### src/sv/pps_pkg.sv
`default_nettype none
package pps_pkg;

    localparam int DEF_NUM_SLOTS = 16;

    localparam int SLOT_IN_W = 4;
    localparam int ARR_W     = 16;
    localparam int BURST_W   = 16;
    localparam int PRIO_W    = 8;
    localparam int TIME_W    = 24;
    localparam int SUM_W     = 28;

    localparam logic [TIME_W-1:0] TIME_MAX = '1;

    localparam logic FUNC_LOAD = 1'b0;
    localparam logic FUNC_TICK = 1'b1;

    typedef struct packed {
        logic [ARR_W-1:0]   arrival;
        logic [BURST_W-1:0] burst;
        logic [PRIO_W-1:0]  prio;
        logic [BURST_W-1:0] remaining;
    } entry_t;

    typedef struct packed {
        logic                 ran_valid;
        logic [SLOT_IN_W-1:0] ran_slot;
        logic                 finished;
        logic [TIME_W-1:0]    completion_time;
        logic [TIME_W-1:0]    turnaround_time;
        logic [TIME_W-1:0]    waiting_time;
        logic [SUM_W-1:0]     total_turnaround;
        logic [SUM_W-1:0]     total_waiting;
        logic                 all_done;
        logic [TIME_W-1:0]    time_now;
    } res_t;

    function automatic logic [SUM_W-1:0] sat_sum(input logic [SUM_W-1:0] a,
                                                 input logic [TIME_W-1:0] b);
        logic [SUM_W:0] s;
        s = {1'b0, a} + (SUM_W+1)'(b);
        return s[SUM_W] ? {SUM_W{1'b1}} : s[SUM_W-1:0];
    endfunction

endpackage
`default_nettype wire

### src/sv/pps_table.sv
`default_nettype none
module pps_table #(
    parameter int NUM_SLOTS = pps_pkg::DEF_NUM_SLOTS
) (
    input  wire logic                         aclk,
    input  wire logic                         we,
    input  wire logic [$clog2(NUM_SLOTS)-1:0] waddr,
    input  wire pps_pkg::entry_t              wdata,
    input  wire logic                         re,
    input  wire logic [$clog2(NUM_SLOTS)-1:0] raddr,
    output pps_pkg::entry_t                   rdata
);
    import pps_pkg::*;

    entry_t mem [NUM_SLOTS];

    always_ff @(posedge aclk) begin
        if (we) begin
            mem[waddr] <= wdata;
        end
    end

    always_ff @(posedge aclk) begin
        if (re) begin
            rdata <= mem[raddr];
        end
    end

endmodule
`default_nettype wire

### src/sv/pps_core.sv
`default_nettype none
module pps_core #(
    parameter int NUM_SLOTS = pps_pkg::DEF_NUM_SLOTS
) (
    input  wire logic                         aclk,
    input  wire logic                         aresetn,
    input  wire logic                         in_valid,
    output logic                              in_ready,
    input  wire logic                         in_func,
    input  wire logic [pps_pkg::SLOT_IN_W-1:0] in_slot,
    input  wire logic [pps_pkg::ARR_W-1:0]    in_arrival,
    input  wire logic [pps_pkg::BURST_W-1:0]  in_burst,
    input  wire logic [pps_pkg::PRIO_W-1:0]   in_prio,
    output logic                              res_valid,
    input  wire logic                         res_ready,
    output pps_pkg::res_t                     res,
    output logic                              mem_we,
    output logic [$clog2(NUM_SLOTS)-1:0]      mem_waddr,
    output pps_pkg::entry_t                   mem_wdata,
    output logic                              mem_re,
    output logic [$clog2(NUM_SLOTS)-1:0]      mem_raddr,
    input  wire pps_pkg::entry_t              mem_rdata
);
    import pps_pkg::*;

    localparam int SLOT_W = $clog2(NUM_SLOTS);
    localparam int IDX_W  = SLOT_W + 1;
    localparam int CNT_W  = $clog2(NUM_SLOTS + 1);
    localparam int CMP_W  = (IDX_W > SLOT_IN_W ? IDX_W : SLOT_IN_W) + 1;

    typedef enum logic [6:0] {
        ST_IDLE = 7'b0000001,
        ST_SCAN = 7'b0000010,
        ST_RUN  = 7'b0000100,
        ST_TAT  = 7'b0001000,
        ST_SUM  = 7'b0010000,
        ST_WSUM = 7'b0100000,
        ST_OUT  = 7'b1000000
    } state_t;

    state_t                 state_reg, state_next;
    logic [IDX_W-1:0]       scan_idx_reg, scan_idx_next;
    logic                   found_reg, found_next;
    logic [SLOT_W-1:0]      best_reg, best_next;
    entry_t                 best_ent_reg, best_ent_next;
    logic [TIME_W-1:0]      time_reg, time_next;
    logic [SUM_W-1:0]       sum_tat_reg, sum_tat_next;
    logic [SUM_W-1:0]       sum_wt_reg, sum_wt_next;
    logic [NUM_SLOTS-1:0]   loaded_reg, loaded_next;
    logic [NUM_SLOTS-1:0]   done_reg, done_next;
    logic [CNT_W-1:0]       loaded_cnt_reg, loaded_cnt_next;
    logic [CNT_W-1:0]       done_cnt_reg, done_cnt_next;
    logic                   ran_valid_reg, ran_valid_next;
    logic                   finished_reg, finished_next;
    logic [SLOT_IN_W-1:0]   ran_slot_reg, ran_slot_next;
    logic [TIME_W-1:0]      comp_reg, comp_next;
    logic [TIME_W-1:0]      tat_reg, tat_next;
    logic [TIME_W-1:0]      wt_reg, wt_next;

    logic [TIME_W-1:0]      time_inc;
    logic [SLOT_W-1:0]      cur_idx;
    logic [SLOT_W-1:0]      load_addr;
    logic                   slot_ok;
    logic                   cand;
    logic                   accept;

    assign in_ready  = (state_reg == ST_IDLE);
    assign accept    = in_valid && in_ready;
    assign time_inc  = (time_reg == TIME_MAX) ? time_reg : time_reg + TIME_W'(1);
    assign cur_idx   = SLOT_W'(scan_idx_reg - IDX_W'(1));
    assign load_addr = SLOT_W'(in_slot);
    assign slot_ok   = CMP_W'(in_slot) < CMP_W'(NUM_SLOTS);

    // candidate check on the entry read in the previous cycle
    assign cand = loaded_reg[cur_idx] && (mem_rdata.remaining != '0) &&
                  (TIME_W'(mem_rdata.arrival) <= time_reg) &&
                  (!found_reg || (mem_rdata.prio < best_ent_reg.prio));

    always_comb begin
        state_next      = state_reg;
        scan_idx_next   = scan_idx_reg;
        found_next      = found_reg;
        best_next       = best_reg;
        best_ent_next   = best_ent_reg;
        time_next       = time_reg;
        sum_tat_next    = sum_tat_reg;
        sum_wt_next     = sum_wt_reg;
        loaded_next     = loaded_reg;
        done_next       = done_reg;
        loaded_cnt_next = loaded_cnt_reg;
        done_cnt_next   = done_cnt_reg;
        ran_valid_next  = ran_valid_reg;
        finished_next   = finished_reg;
        ran_slot_next   = ran_slot_reg;
        comp_next       = comp_reg;
        tat_next        = tat_reg;
        wt_next         = wt_reg;
        mem_we          = 1'b0;
        mem_waddr       = load_addr;
        mem_wdata       = '{arrival: in_arrival, burst: in_burst, prio: in_prio,
                            remaining: in_burst};
        mem_re          = 1'b0;
        mem_raddr       = '0;
        res_valid       = 1'b0;

        case (state_reg)
            ST_IDLE: begin
                if (accept) begin
                    ran_valid_next = 1'b0;
                    finished_next  = 1'b0;
                    ran_slot_next  = '0;
                    comp_next      = '0;
                    tat_next       = '0;
                    wt_next        = '0;
                    if (in_func == FUNC_LOAD) begin
                        if (slot_ok) begin
                            mem_we = 1'b1;
                            loaded_next[load_addr] = 1'b1;
                            if (!loaded_reg[load_addr]) begin
                                loaded_cnt_next = loaded_cnt_reg + CNT_W'(1);
                            end
                            if (done_reg[load_addr]) begin
                                done_next[load_addr] = 1'b0;
                                done_cnt_next = done_cnt_reg - CNT_W'(1);
                            end
                        end
                        state_next = ST_OUT;
                    end else begin
                        mem_re        = 1'b1;
                        mem_raddr     = '0;
                        scan_idx_next = IDX_W'(1);
                        found_next    = 1'b0;
                        state_next    = ST_SCAN;
                    end
                end
            end
            ST_SCAN: begin
                if (scan_idx_reg != IDX_W'(NUM_SLOTS)) begin
                    mem_re    = 1'b1;
                    mem_raddr = scan_idx_reg[SLOT_W-1:0];
                end
                if (cand) begin
                    found_next    = 1'b1;
                    best_next     = cur_idx;
                    best_ent_next = mem_rdata;
                end
                if (scan_idx_reg == IDX_W'(NUM_SLOTS)) begin
                    state_next = ST_RUN;
                end else begin
                    scan_idx_next = scan_idx_reg + IDX_W'(1);
                end
            end
            ST_RUN: begin
                time_next  = time_inc;
                state_next = ST_OUT;
                if (found_reg) begin
                    ran_valid_next = 1'b1;
                    ran_slot_next  = SLOT_IN_W'(best_reg);
                    mem_we         = 1'b1;
                    mem_waddr      = best_reg;
                    mem_wdata      = best_ent_reg;
                    mem_wdata.remaining = best_ent_reg.remaining - BURST_W'(1);
                    if (best_ent_reg.remaining == BURST_W'(1)) begin
                        finished_next = 1'b1;
                        comp_next     = time_inc;
                        state_next    = ST_TAT;
                    end
                end
            end
            ST_TAT: begin
                tat_next   = comp_reg - TIME_W'(best_ent_reg.arrival);
                state_next = ST_SUM;
            end
            ST_SUM: begin
                wt_next = (tat_reg >= TIME_W'(best_ent_reg.burst)) ?
                          tat_reg - TIME_W'(best_ent_reg.burst) : '0;
                sum_tat_next = sat_sum(sum_tat_reg, tat_reg);
                state_next   = ST_WSUM;
            end
            ST_WSUM: begin
                sum_wt_next = sat_sum(sum_wt_reg, wt_reg);
                if (!done_reg[best_reg]) begin
                    done_next[best_reg] = 1'b1;
                    done_cnt_next = done_cnt_reg + CNT_W'(1);
                end
                state_next = ST_OUT;
            end
            ST_OUT: begin
                res_valid = 1'b1;
                if (res_ready) begin
                    state_next = ST_IDLE;
                end
            end
            default: begin
                state_next = ST_IDLE;
            end
        endcase
    end

    always_comb begin
        res.ran_valid        = ran_valid_reg;
        res.ran_slot         = ran_slot_reg;
        res.finished         = finished_reg;
        res.completion_time  = comp_reg;
        res.turnaround_time  = tat_reg;
        res.waiting_time     = wt_reg;
        res.total_turnaround = sum_tat_reg;
        res.total_waiting    = sum_wt_reg;
        res.all_done         = (done_cnt_reg == loaded_cnt_reg);
        res.time_now         = time_reg;
    end

    always_ff @(posedge aclk) begin
        if (!aresetn) begin
            state_reg      <= ST_IDLE;
            found_reg      <= 1'b0;
            time_reg       <= '0;
            sum_tat_reg    <= '0;
            sum_wt_reg     <= '0;
            loaded_reg     <= '0;
            done_reg       <= '0;
            loaded_cnt_reg <= '0;
            done_cnt_reg   <= '0;
        end else begin
            state_reg      <= state_next;
            found_reg      <= found_next;
            time_reg       <= time_next;
            sum_tat_reg    <= sum_tat_next;
            sum_wt_reg     <= sum_wt_next;
            loaded_reg     <= loaded_next;
            done_reg       <= done_next;
            loaded_cnt_reg <= loaded_cnt_next;
            done_cnt_reg   <= done_cnt_next;
        end
    end

    always_ff @(posedge aclk) begin
        scan_idx_reg  <= scan_idx_next;
        best_reg      <= best_next;
        best_ent_reg  <= best_ent_next;
        ran_valid_reg <= ran_valid_next;
        finished_reg  <= finished_next;
        ran_slot_reg  <= ran_slot_next;
        comp_reg      <= comp_next;
        tat_reg       <= tat_next;
        wt_reg        <= wt_next;
    end

endmodule
`default_nettype wire

### src/sv/preemptive_priority_scheduler.sv
// Preemptive priority scheduler over a table of NUM_SLOTS processes held in a
// single-port-read synchronous RAM. A load item (tuser 0) writes one entry and
// goes straight to its result. A tick item (tuser 1) reads the table one slot
// per cycle to find the arrived, unfinished entry with the lowest priority
// value (ties to the lowest slot), runs it for one unit and advances time;
// when the chosen process finishes, its turnaround and waiting times are
// computed and added to the running totals. One item is in work at a time;
// a finished result sits in the output register, so the next item is taken
// while it waits. Table contents are not cleared at reset; a per-slot loaded
// flag masks unloaded entries, so no clearing pass is needed.
`default_nettype none
module preemptive_priority_scheduler #(
    parameter int NUM_SLOTS = pps_pkg::DEF_NUM_SLOTS
) (
    input  wire logic         aclk,
    input  wire logic         aresetn,
    input  wire logic         s_tvalid,
    output logic              s_tready,
    // slot[3:0], arrival_in[19:4], burst_in[35:20], priority_in[43:36]
    input  wire logic [47:0]  s_tdata,
    // func[0]
    input  wire logic [0:0]   s_tuser,
    output logic              m_tvalid,
    input  wire logic         m_tready,
    // ran_slot[3:0], finished[4], completion_time[28:5], turnaround_time[52:29],
    // waiting_time[76:53], total_turnaround[104:77], total_waiting[132:105],
    // all_done[133], time_now[157:134]
    output logic [159:0]      m_tdata,
    // ran_valid[0]
    output logic [0:0]        m_tuser
);
    import pps_pkg::*;

    localparam int SLOT_W = $clog2(NUM_SLOTS);

    logic              res_valid;
    logic              res_ready;
    res_t              res;
    logic              mem_we;
    logic [SLOT_W-1:0] mem_waddr;
    entry_t            mem_wdata;
    logic              mem_re;
    logic [SLOT_W-1:0] mem_raddr;
    entry_t            mem_rdata;

    logic              m_valid_reg, m_valid_next;
    res_t              m_res_reg;

    pps_core #(
        .NUM_SLOTS(NUM_SLOTS)
    ) u_core (
        .aclk       (aclk),
        .aresetn    (aresetn),
        .in_valid   (s_tvalid),
        .in_ready   (s_tready),
        .in_func    (s_tuser[0]),
        .in_slot    (s_tdata[3:0]),
        .in_arrival (s_tdata[19:4]),
        .in_burst   (s_tdata[35:20]),
        .in_prio    (s_tdata[43:36]),
        .res_valid  (res_valid),
        .res_ready  (res_ready),
        .res        (res),
        .mem_we     (mem_we),
        .mem_waddr  (mem_waddr),
        .mem_wdata  (mem_wdata),
        .mem_re     (mem_re),
        .mem_raddr  (mem_raddr),
        .mem_rdata  (mem_rdata)
    );

    pps_table #(
        .NUM_SLOTS(NUM_SLOTS)
    ) u_table (
        .aclk  (aclk),
        .we    (mem_we),
        .waddr (mem_waddr),
        .wdata (mem_wdata),
        .re    (mem_re),
        .raddr (mem_raddr),
        .rdata (mem_rdata)
    );

    assign res_ready = !m_valid_reg || m_tready;

    always_comb begin
        m_valid_next = m_valid_reg;
        if (res_valid && res_ready) begin
            m_valid_next = 1'b1;
        end else if (m_tready) begin
            m_valid_next = 1'b0;
        end
    end

    always_ff @(posedge aclk) begin
        if (!aresetn) begin
            m_valid_reg <= 1'b0;
        end else begin
            m_valid_reg <= m_valid_next;
        end
    end

    always_ff @(posedge aclk) begin
        if (res_valid && res_ready) begin
            m_res_reg <= res;
        end
    end

    assign m_tvalid   = m_valid_reg;
    assign m_tuser[0] = m_res_reg.ran_valid;
    assign m_tdata    = {2'b00,
                         m_res_reg.time_now,
                         m_res_reg.all_done,
                         m_res_reg.total_waiting,
                         m_res_reg.total_turnaround,
                         m_res_reg.waiting_time,
                         m_res_reg.turnaround_time,
                         m_res_reg.completion_time,
                         m_res_reg.finished,
                         m_res_reg.ran_slot};

endmodule
`default_nettype wire
### config.mk
export PLATFORM = sky130hd
export DESIGN_NAME = preemptive_priority_scheduler
export DESIGN_NICKNAME = d
export VERILOG_FILES = /design/src/sv/pps_pkg.sv /design/src/sv/pps_table.sv /design/src/sv/pps_core.sv /design/src/sv/preemptive_priority_scheduler.sv
export SDC_FILE = /design/constraint.sdc
export NUM_CORES = 2
export LEC_CHECK = 0
export BUFFER_PORTS_ARGS = -buffer_cell sky130_fd_sc_hd__buf_2
export CAP_MARGIN = 5
export CORE_UTILIZATION = 55
export CTS_CLUSTER_DIAMETER = 60
export DETAILED_ROUTE_END_ITERATION = 8
export PLACE_DENSITY = 0.72
export SYNTH_ARGS = -nofsm -noshare
export SYNTH_HDL_FRONTEND = slang
export SYNTH_SLANG_ARGS = --single-unit
### constraint.sdc
create_clock -name aclk -period 16.6 [get_ports aclk]
set_input_delay 0.83 -clock aclk [delete_from_list [all_inputs] [get_ports aclk]]
set_output_delay 0.83 -clock aclk [all_outputs]
set_load 0.1 [all_outputs]
==> summary.md <==
| Metric | Value |
|---|---|
| Result of the run | `completed` |
| Setup-violating endpoint count in the final report | `0` |
| # placed instances | `5727` |
| Remaining max-slew budget at the tightest pin | `14.8%` |
| CP arrival | `5.72 ns` |
| Cell breakdown of the critical path | `buf_4 -> buf_4 -> buf_4 -> buf_4 -> a211oi_1 -> a21oi_1 -> nor2_1 -> a211oi_1 -> a21oi_1` |
| Start-to-end type of the worst setup path | `register to register` |
| Actual transition at the worst max-transition pin | `1.27 ns` |
| Maximum net fanout on the critical path | `105` |
| Cell mode on critical path | `sky130_fd_sc_hd__buf_4` |
| Maximum number of pins on one net before global-route repair | `193` |
| Synth-to-layout area growth | `13.3%` |
| Clock transition at path regs | `approximately 0.06 ns` |
| Area after detailed placement | `~60000 um^2` |
| Remaining global-route overflow | `0` |
| Root buf cell | `sky130_fd_sc_hd__clkbuf_16` |
| RSZ-0062 raised after global routing | `no` |
| Number of standard cells in the final layout excluding fillers | `5995` |
| Number of input and output port buffers inserted | `around 210` |
| Worst hold path startpoint | `s_tdata[3]` |
| Final net count | `4664` |
| Setup total negative slack | `0 ns` |
| # IOs | `216` |
| Maximum ir drop on the vdd rail | `86.4 uV` |
| Worst-case hold path end point | `u_core.done_reg[13]` |
| Pwr Density | `115 nW/um^2` |
| Area share of the largest cell type after synthesis | `between 60% and 70%` |
| Mapped Area | `58200 um^2` |
| Maximum number of buffers from clock root to sink | `3` |
| Final ANT Viol Nets | `0` |
| Starting DRT DRC Count | `3826` |
| Worst Slack Setup Final | `~11 ns` |
| Post-CTS Resized | `0` |
| Gp weighted congestion | `around 0.9` |
| Number of global-route vias before repair | `34400` |
| Data required time of the worst path | `17.06 ns` |
| Hold violation total from the final report | `0` |
| Final Skew | `between 0.03 and 0.04 ns` |
| Initial standard-cell utilization of the core | `a little under three fifths` |
| Worst Setup Start Kind | `register` |
| Syn avg cell area | `13.6 um^2` |
| Number of cells traversed by the worst hold path | `2` |
| Die Wd | `327 um` |
| Buffers plus inverters on the worst setup path | `4` |
| Seq/Total Area, Yosys | `69.2%` |
| Die boundary height | `327 um` |
| Antenna violations before repair | `4` |
| Unique masters post-synth | `between 70 and 80` |
| Worst reg-to-reg setup slack | `11.34 ns` |
| Filler instances | `roughly 7700` |
| Clock sinks | `1385` |
| Worst reg2reg path depth | `9` |
| Cell with the most instances after synthesis | `sky130_fd_sc_hd__edfxtp_1` |
| Static leakage | `0.0232 uW` |
| EDFF count, synth | `around 1300` |
| Fmax achieved | `190 MHz` |
| Clock tree from TritonCTS | `built` |
| Via count normalized by instance count | `6.02` |
| Ys Warns | `0` |
| Residual DRC | `0` |
| Leading area contributor after synthesis | `sky130_fd_sc_hd__edfxtp_1` |
| Number of flip-flops in the largest register | `between 800 and 900` |
| Standard-cell rows | `around 120` |
| Number of buffers inserted during clock tree synthesis | `about 140` |
| GRT Total Usage | `26.0%` |
| Maxcap violations | `0` |
| Stages on the worst setup path | `9` |
| Top flip-flop cell by instance count after synthesis | `sky130_fd_sc_hd__edfxtp_1` |
| Total wire length | `roughly 140 mm` |
| CTS Hold Buffers Added | `0` |
| Post-CTS Repair Setup Buffers | `0` |
| Initial DRT Pass Iterations | `6` |
| Share of synthesized registers carrying an async set or reset | `0%` |
| Number of slew-limit violations in the final report | `0` |
| Floorplan core area | `104000 um^2` |
| Share of cells above drive strength 1 | `15.4%` |
| Startpoint of the lowest-slack register-to-register path | `u_core.scan_idx_reg[0]` |
| Detailed Place HPWL | `81.3 mm` |
| Min-Delay Path Class | `input port to register` |
| Crit. End Element | `register` |
| Largest delay share family, worst path | `buffers and inverters` |
| Clock latency at the later pin of the worst-skew pair | `between 0.7 and 0.8 ns` |
| Wire length of the first global-routing pass | `between 200 and 250 mm` |
| Post-Place Worst Slack | `11.50 ns` |
| End of the worst register-to-register path | `u_table.rdata[6]` |
| Final std cell area, no fill | `66000 um^2` |
| Register containing the most flip-flops in the final layout | `u_table.mem` |
| Number of H-tree levels | `4` |
| Most numerous cell types in the synthesized netlist | `sky130_fd_sc_hd__edfxtp_1, sky130_fd_sc_hd__nor2_1, sky130_fd_sc_hd__a21oi_1` |
| Cell types occupying the most area after synthesis | `sky130_fd_sc_hd__edfxtp_1, sky130_fd_sc_hd__mux4_2, sky130_fd_sc_hd__nor2_1` |
| Total Power | `around 7600 uW` |
| Crit path time final | `5.26 ns` |
| Die ar. | `107000 um^2` |
| Total number of vias | `around 36000` |
| CP peak stage delay | `0.94 ns` |
| Final routed wire length divided by cell count | `between 20 and 25 um` |
| Number of standard cells after synthesis | `4267` |
| Yosys reg bits | `1385` |
| Slowest cell on the critical path | `sky130_fd_sc_hd__buf_4` |
| Final critical-path share of the clock period | `31.7%` |
## final cells by class
class                           count  area [um^2]  share of cell area (%)
Tap cell                         1380         1730                    2.62
Clock inverter                     79          900                    1.36
Clock buffer                      186         3910                    5.93
Multi-Input combinational cell   2552        16900                    25.7
Antenna cell                        3         7.51                  0.0114
Timing Repair Buffer              312         1840                    2.80
Inverter                           98          368                   0.558
Sequential cell                  1385        40300                    61.1
## where the power goes
group / total (uW) / leakage, uW / internal [uW] / switching (uW)
sequential: 3930 / 0.0125 / 3880 / 50.4
clock: 3260 / 0.00235 / 1940 / 1320
combinational: 420 / 0.00834 / 126 / 295
total: 7610 / 0.0232 / 5940 / 1670
## layer usage
metal  global-route usage, %  share of wire, %  up-vias
li1                        -                 -    16500
met1                    35.5                41    17800
met2                    42.4                48     1463
met3                    4.98               7.8      238
met4                    8.08               2.7        2
met5                       0            0.0093        -
## worst max-delay path by stage
stage                      startpoint                 to  slack [ns]
5_1_grt        u_core.scan_idx_reg[0]   u_table.rdata[1]       11.04
3_5_place_dp   u_core.scan_idx_reg[1]  u_table.rdata[34]       11.50
4_1_cts        u_core.scan_idx_reg[1]  u_table.rdata[34]       11.48
2_1_floorplan     u_core.state_reg[0]         m_tdata[0]        7.85
3_3_place_gp   u_core.scan_idx_reg[1]  u_table.rdata[34]       11.61
6_report       u_core.scan_idx_reg[0]   u_table.rdata[6]       11.34
## worst register-to-register path, cell delays in order, from the launching register on
cell and delay (ns):
sky130_fd_sc_hd__edfxtp_1 0.34, sky130_fd_sc_hd__buf_4 0.79, sky130_fd_sc_hd__buf_4 1.01, sky130_fd_sc_hd__buf_4 0.96
sky130_fd_sc_hd__buf_4 0.98, sky130_fd_sc_hd__a211oi_1 0.28, sky130_fd_sc_hd__a21oi_1 0.17, sky130_fd_sc_hd__nor2_1 0.05
sky130_fd_sc_hd__a211oi_1 0.32, sky130_fd_sc_hd__a21oi_1 0.08
## through the flow
step | utilization (%) | hold WS (ns)
floorplan | - | 0.400
global placement | 58.7 | 0.402
detailed placement | 58.7 | 0.405
CTS | 63.3 | 0.346
global route | 63.3 | 0.404
finish | 63.3 | 0.393
## cell families after synthesis
family,Yosys count,share of synthesized area (%)
AOI/OAI and AO/OA,994,10.1
xor gates and xnor gates,128,1.93
adders and majority gates,118,2.60
buffers and inverters,331,2.25
DFF,1385,69.2
muxes,139,5.23
other,1,0.00644
and+or+nand+nor,1171,8.71
## cell usage in the layout, fill, tap and decap left out, types with 34 or more instances in the layout
cell / netlist / layout
sky130_fd_sc_hd__xor2_1: 55 / 55
sky130_fd_sc_hd__xnor2_1: 73 / 73
sky130_fd_sc_hd__nor3_1: 56 / 55
sky130_fd_sc_hd__clkbuf_16: 0 / 150
sky130_fd_sc_hd__dfxtp_1: 131 / 131
sky130_fd_sc_hd__clkbuf_1: 204 / 34
sky130_fd_sc_hd__a21o_1: 34 / 34
sky130_fd_sc_hd__buf_2: 15 / 209
sky130_fd_sc_hd__o21ai_0: 171 / 171
sky130_fd_sc_hd__buf_4: 5 / 101
sky130_fd_sc_hd__a21oi_1: 479 / 479
sky130_fd_sc_hd__ha_1: 113 / 113
sky130_fd_sc_hd__nor2_1: 752 / 751
sky130_fd_sc_hd__nand2_1: 144 / 138
sky130_fd_sc_hd__inv_1: 96 / 96
sky130_fd_sc_hd__edfxtp_1: 1254 / 1254
sky130_fd_sc_hd__a211oi_1: 181 / 181
sky130_fd_sc_hd__mux4_2: 132 / 132
(Power assumes the default switching activity.)
